$ cat src/hw/rtl/lpd_pkg.sv
// Shared types and constants for the length-prefixed block deframer.
package lpd_pkg;

  localparam int LENGTH_BITS_DEFAULT = 16;

  localparam logic [7:0] REPLY_OK          = 8'hE0;
  localparam logic [7:0] REPLY_CHECK_ERROR = 8'hE2;

  localparam logic KIND_PAYLOAD = 1'b0;
  localparam logic KIND_STATUS  = 1'b1;

  typedef struct packed {
    logic        item_kind;
    logic [7:0]  payload_byte;
    logic [15:0] byte_index;
    logic [15:0] frame_length;
    logic        check_failed;
    logic [7:0]  reply_byte;
    logic        end_of_frame;
  } lpd_result_t;

endpackage

$ cat src/hw/rtl/lpd_frame_ctrl.sv
// Frame state tracking, running XOR and result formation for each received word.
module lpd_frame_ctrl #(
  parameter int LENGTH_BITS = lpd_pkg::LENGTH_BITS_DEFAULT
) (
  input  logic                clk,
  input  logic                rst,
  input  logic                fire,
  input  logic [7:0]          rx_byte,
  output logic                res_valid,
  output lpd_pkg::lpd_result_t res
);

  typedef enum logic [1:0] {
    PH_LEN_LO = 2'd0,
    PH_LEN_HI = 2'd1,
    PH_DATA   = 2'd2,
    PH_CHECK  = 2'd3
  } phase_t;

  localparam logic [LENGTH_BITS-1:0] LEN_ONE  = {{(LENGTH_BITS-1){1'b0}}, 1'b1};
  localparam logic [LENGTH_BITS-1:0] LEN_ZERO = '0;

  phase_t                 phase;
  logic [7:0]             length_low;
  logic [LENGTH_BITS-1:0] declared_length;
  logic [LENGTH_BITS-1:0] bytes_left;
  logic [LENGTH_BITS-1:0] position;
  logic [7:0]             running_xor;

  logic [15:0]            length_word;
  logic [LENGTH_BITS-1:0] length_next;
  logic [LENGTH_BITS-1:0] bytes_left_next;
  logic                   bad;

  assign length_word     = {rx_byte, length_low};
  assign length_next     = length_word[LENGTH_BITS-1:0];
  assign bytes_left_next = bytes_left - LEN_ONE;
  assign bad             = (rx_byte != running_xor);

  always_comb begin
    res_valid        = 1'b0;
    res.item_kind    = lpd_pkg::KIND_PAYLOAD;
    res.payload_byte = 8'h00;
    res.byte_index   = 16'h0000;
    res.frame_length = 16'(declared_length);
    res.check_failed = 1'b0;
    res.reply_byte   = 8'h00;
    res.end_of_frame = 1'b0;
    case (phase)
      PH_DATA: begin
        res_valid        = 1'b1;
        res.payload_byte = rx_byte;
        res.byte_index   = 16'(position);
      end
      PH_CHECK: begin
        res_valid        = 1'b1;
        res.item_kind    = lpd_pkg::KIND_STATUS;
        res.check_failed = bad;
        res.reply_byte   = bad ? lpd_pkg::REPLY_CHECK_ERROR : lpd_pkg::REPLY_OK;
        res.end_of_frame = 1'b1;
      end
      default: begin
        res_valid = 1'b0;
      end
    endcase
  end

  always_ff @(posedge clk) begin
    if (rst) begin
      phase           <= PH_LEN_LO;
      length_low      <= 8'h00;
      declared_length <= LEN_ZERO;
      bytes_left      <= LEN_ZERO;
      position        <= LEN_ZERO;
      running_xor     <= 8'h00;
    end else if (fire) begin
      case (phase)
        PH_LEN_LO: begin
          length_low <= rx_byte;
          phase      <= PH_LEN_HI;
        end
        PH_LEN_HI: begin
          declared_length <= length_next;
          bytes_left      <= length_next;
          position        <= LEN_ZERO;
          running_xor     <= 8'h00;
          phase           <= (length_next == LEN_ZERO) ? PH_CHECK : PH_DATA;
        end
        PH_DATA: begin
          running_xor <= running_xor ^ rx_byte;
          position    <= position + LEN_ONE;
          bytes_left  <= bytes_left_next;
          if (bytes_left_next == LEN_ZERO) begin
            phase <= PH_CHECK;
          end
        end
        default: begin
          running_xor <= 8'h00;
          position    <= LEN_ZERO;
          bytes_left  <= LEN_ZERO;
          phase       <= PH_LEN_LO;
        end
      endcase
    end
  end

endmodule

$ cat src/hw/rtl/lpd_out_buf.sv
// Two-entry output register with skid stage for the result channel.
module lpd_out_buf (
  input  logic                 clk,
  input  logic                 rst,
  input  logic                 push,
  input  lpd_pkg::lpd_result_t push_data,
  output logic                 can_accept,
  output logic                 out_valid,
  input  logic                 out_ready,
  output lpd_pkg::lpd_result_t out_data
);

  logic                 main_valid;
  logic                 skid_valid;
  lpd_pkg::lpd_result_t main_data;
  lpd_pkg::lpd_result_t skid_data;
  logic                 pop;

  assign can_accept = !skid_valid;
  assign out_valid  = main_valid;
  assign out_data   = main_data;
  assign pop        = main_valid && out_ready;

  always_ff @(posedge clk) begin
    if (rst) begin
      main_valid <= 1'b0;
      skid_valid <= 1'b0;
    end else begin
      if (skid_valid) begin
        if (pop) begin
          main_data  <= skid_data;
          skid_valid <= 1'b0;
        end
      end else if (push) begin
        if (!main_valid || pop) begin
          main_data  <= push_data;
          main_valid <= 1'b1;
        end else begin
          skid_data  <= push_data;
          skid_valid <= 1'b1;
        end
      end else if (pop) begin
        main_valid <= 1'b0;
      end
    end
  end

endmodule

$ cat src/hw/rtl/length_prefixed_block_deframer.sv
// Top level of the length-prefixed block deframer with XOR checksum.
// Each result is registered in the output buffer, passing through the skid stage when the main entry is held.
// Throughput: one word per cycle while the skid stage is empty; the two-entry output buffer sets the stall point.
// Length words produce no result and are taken whenever the skid stage is empty.
// Reset clears the frame state to expect a length low byte and empties the buffer.
module length_prefixed_block_deframer #(
  parameter int LENGTH_BITS = lpd_pkg::LENGTH_BITS_DEFAULT
) (
  input  logic        clk,
  input  logic        rst,
  input  logic        byte_valid,
  output logic        byte_ready,
  input  logic [7:0]  rx_byte,
  output logic        result_valid,
  input  logic        result_ready,
  output logic        item_kind,
  output logic [7:0]  payload_byte,
  output logic [15:0] byte_index,
  output logic [15:0] frame_length,
  output logic        check_failed,
  output logic [7:0]  reply_byte,
  output logic        end_of_frame
);

  logic                 fire;
  logic                 res_valid;
  lpd_pkg::lpd_result_t res;
  lpd_pkg::lpd_result_t out_data;

  assign fire = byte_valid && byte_ready;

  lpd_frame_ctrl #(
    .LENGTH_BITS(LENGTH_BITS)
  ) u_ctrl (
    .clk       (clk),
    .rst       (rst),
    .fire      (fire),
    .rx_byte   (rx_byte),
    .res_valid (res_valid),
    .res       (res)
  );

  lpd_out_buf u_buf (
    .clk        (clk),
    .rst        (rst),
    .push       (fire && res_valid),
    .push_data  (res),
    .can_accept (byte_ready),
    .out_valid  (result_valid),
    .out_ready  (result_ready),
    .out_data   (out_data)
  );

  assign item_kind    = out_data.item_kind;
  assign payload_byte = out_data.payload_byte;
  assign byte_index   = out_data.byte_index;
  assign frame_length = out_data.frame_length;
  assign check_failed = out_data.check_failed;
  assign reply_byte   = out_data.reply_byte;
  assign end_of_frame = out_data.end_of_frame;

  a_ready_after_reset: assert property (@(posedge clk) !rst && $past(rst) |-> byte_ready)
    else $error("buffer not empty after reset");

  a_index_in_frame: assert property (@(posedge clk) disable iff (rst)
    result_valid && item_kind == lpd_pkg::KIND_PAYLOAD |-> byte_index < frame_length)
    else $error("payload index beyond declared length");

  a_status_reply: assert property (@(posedge clk) disable iff (rst)
    result_valid && item_kind == lpd_pkg::KIND_STATUS |->
      end_of_frame && (check_failed ? reply_byte == lpd_pkg::REPLY_CHECK_ERROR
                                    : reply_byte == lpd_pkg::REPLY_OK))
    else $error("status reply inconsistent with check result");

endmodule
$ cat config.mk
export PLATFORM = sky130hd
export DESIGN_NAME = length_prefixed_block_deframer
export DESIGN_NICKNAME = d
export VERILOG_FILES = /design/src/hw/rtl/lpd_pkg.sv /design/src/hw/rtl/lpd_frame_ctrl.sv /design/src/hw/rtl/lpd_out_buf.sv /design/src/hw/rtl/length_prefixed_block_deframer.sv
export SDC_FILE = /design/constraint.sdc
export NUM_CORES = 1
export LEC_CHECK = 0
export CAP_MARGIN = 20
export CORE_MARGIN = 4
export CORE_UTILIZATION = 31
export DETAILED_ROUTE_END_ITERATION = 10
export DONT_BUFFER_PORTS = 1
export GPL_ROUTABILITY_DRIVEN = 0
export PLACE_DENSITY = 0.43
export SYNTH_ARGS = -nofsm -noshare
export SYNTH_HDL_FRONTEND = slang
export SYNTH_SLANG_ARGS = --single-unit
$ cat constraint.sdc
create_clock -name clk -period 8 [get_ports clk]
set_clock_uncertainty 0.2 [all_clocks]
set_input_delay 1.2 -clock clk [delete_from_list [all_inputs] [get_ports clk]]
set_output_delay 1.2 -clock clk [all_outputs]
set_load 0.02 [all_outputs]
==> flow_summary.toml <==
[pwr]
seqPwrFrac = 0.481
p_switching_mw = 0.447
clock_power_share = 0.433
power.internal_mw = 1.37
static-leakage-power_nw = 2.75
combPwrFrac = 0.085
fin_total_pwr_mw = 1.82
ir_drop_mv = 0.104
power.switching_fraction = 0.246
p_per_area_mw_per_mm2 = 243

[floorplan]
die_height_um = 156
core_area_mm2 = 0.0212
rows = 53
pin_count = 65
fp.dieW_um = 156
start_util = 0.318
dieArea_mm2 = 0.0242

[clock_network]
cts_tree = "yes"
holdBufCountCts = 0
ctsResizeCount = 0
cts_buffer_depth = 2
clk_pin_slew_worst_paths_ns = 0.06
cts_buffers = 17
h-tree-depth = 4
postCtsSetupRepairBufs = 0
clkLatencyLatePin_ns = 0.41
cts_root_buf = "clkbuf_16"
cts.sinks = 152

[timing]
rsz0062_at_grt = "false"
setup-violations-final = 0
hold_violations = 0
period_share = 0.453
holdWs_ns = 0.253
drv_slew = 0
fin_crit_ns = 3.63
max_slew.worst_pin.slew_ns = 0.911
relSlewSlack = 0.394
tns_ns = 0
maxClockFrequency_ghz = 0.276

[cells_and_area]
area_growth_pct = 11.1
nNetsFinal = 605
post-route-util = 0.353
post-route-cell-area_mm2 = 0.00750
antennaDiodeCount = 0
drive_gt1_frac = 0.147
final_common_cell = "edfxtp_1"
num-fill-cells = 2133
mostFrequentLayoutCells = "edfxtp_1, nand2_1, dfxtp_1"

[synthesis]
seq_area_frac_synth = 0.575
synth_edf_count = 84
postSynthCellCount = 607
synth_cell_types = 59
yosysWarnings = 0
netlist_area_mm2 = 0.00675
yosys-top-cells-area = "edfxtp_1, dfxtp_1, mux2_2"
synth_top_cell_by_area = "edfxtp_1"
async_flop_share = 0
synth.avg_cell_area_um2 = 11.1
ys_ff_latch = 152
synth_top_cell_area_share = 0.374
synthFlopType = "edfxtp_1"

[routing]
vias = 4283
wirelength_mm = 14.8
wl_per_cell_um = 16.9
drtPass1Iterations = 5
drtIter0Drc = 243
drcViolationCount = 0
ant_nets = 0
drt-vias-per-instance = 4.90

[worst_setup_path]
crit_buf_inv = 1
worstPathRequired_ns = 7.85
crit_path_top_delay_cell = "nor4b_2"
cp_slowest_stage_delay_ns = 0.73
r2r_cells = 6
crit_family = "simple AND/OR/NAND/NOR gates"
cp_cell_sequence = "nor2b_1 > o21ai_0 > nor4b_2 > buf_4"
crit_fanout = 36
start_kind = "primary input"
critPathCaptureType = "register"
crit_arrival_ns = 3.48
cp-startpoint = "byte_valid"
path_depth = 4
r2r_start = "u_ctrl.phase[0]"
critPathKind = "primary input to register"

[global_routing]
grt-ovfl-total = 0
grt_usage = 0.125
antenna_found_initial = 1
grt_pass1_wl_mm = 23.9
grt_pass1_vias = 4261
grt_start_max_net_pins = 47

[status]
status = "finished clean"

[min_path]
hold_depth = 0
worstHoldStart = "u_ctrl.declared_length[15]"
min_path_type = "register to register"

[job]
maxCapViolations = 0

[place]
placed_area_mm2 = 0.00690
place_hpwl_mm = 9.63
port_buffers = 0
cells in the mapped netlist, types with 2 or more instances:
cell type	count
a211o_1	2
a211oi_1	2
a21o_1	2
a21oi_1	44
a221oi_1	2
a22oi_1	3
a31oi_1	2
a32o_1	2
and2_1	33
and3_1	2
buf_1	5
buf_2	5
buf_4	10
buf_6	5
clkbuf_1	23
dfxtp_1	68
edfxtp_1	84
ha_1	7
inv_1	9
mux2_2	42
mux2i_1	7
nand2_1	72
nand2b_1	5
nand3_1	8
nand4_1	9
nand4b_1	2
nor2_1	44
nor3_1	8
nor4_1	7
nor4b_1	2
o21ai_0	15
o21ai_1	2
o21bai_1	2
o31ai_1	5
o41ai_1	4
or2_2	2
or3_1	2
or4_1	5
or4_4	2
xnor2_1	8
xor2_1	26
power by group through the flow:
stage | registers (mW) | logic (mW) | clock network, mW
CTS | 0.877 | 0.155 | 0.813
finish | 0.877 | 0.155 | 0.789
global placement | 0.892 | 0.151 | 0
global route | 0.880 | 0.176 | 0.851
floorplan | 0.886 | 0.130 | 0
detailed placement | 0.893 | 0.154 | 0
per-stage QoR:
| stage | std cells | setup WS (ns) |
|---|---|---|
| after CTS | 873 | 4.19 |
| after detailed placement | 841 | 3.95 |
| after floorplan | 610 | 1.08 |
| after global placement | 841 | 4.05 |
| after global routing | 874 | 4.09 |
| final | 874 | 4.37 |
registers in the layout (all words and copies together) (netlist names), 2 cells and up:
signal                  cells
u_buf.out_data             42
u_buf.skid_data            42
u_ctrl.bytes_left          16
u_ctrl.declared_length     16
u_ctrl.position            16
u_ctrl.length_low           8
u_ctrl.running_xor          8
u_ctrl.phase                2
routing by layer:
metal / global-route usage / wire length [um]
met5: 0 / 0
met4: 0.0450 / 232
met3: 0.0313 / 505
met2: 0.195 / 6880
met1: 0.171 / 7140
final timing paths:
kind | slack, ns | to
max | 4.37 | u_buf.skid_data[31]
min | 0.25 | u_buf.skid_data[25]
max reg2reg | 4.60 | u_buf.skid_data[31]
min reg2reg | 0.25 | u_buf.skid_data[25]
logic make-up (layout without fill, tap and decap cells):
kind of cell / count (synthesis) / after routing / share of synthesized area
xor+xnor: 34 / 34 / 0.0441
simple gates: 213 / 213 / 0.159
buf+inv: 58 / 47 / 0.0443
compound gates: 93 / 93 / 0.0832
other cells: 1 / 4 / 0.000555
mux: 49 / 49 / 0.0804
flops: 152 / 152 / 0.575
fa+ha+maj: 7 / 7 / 0.0130
area by class of cell:
| type | count | area, um^2 | area share |
|---|---|---|---|
| sequential | 152 | 3880 | 0.518 |
| multi-input combinational | 400 | 2600 | 0.347 |
| clock buffer | 18 | 439 | 0.0585 |
| tap | 275 | 344 | 0.0459 |
| clock inverter | 14 | 148 | 0.0197 |
| timing repair buffer | 5 | 45.0 | 0.00601 |
| inverter | 10 | 37.5 | 0.00500 |
(Power assumes the default switching activity.)
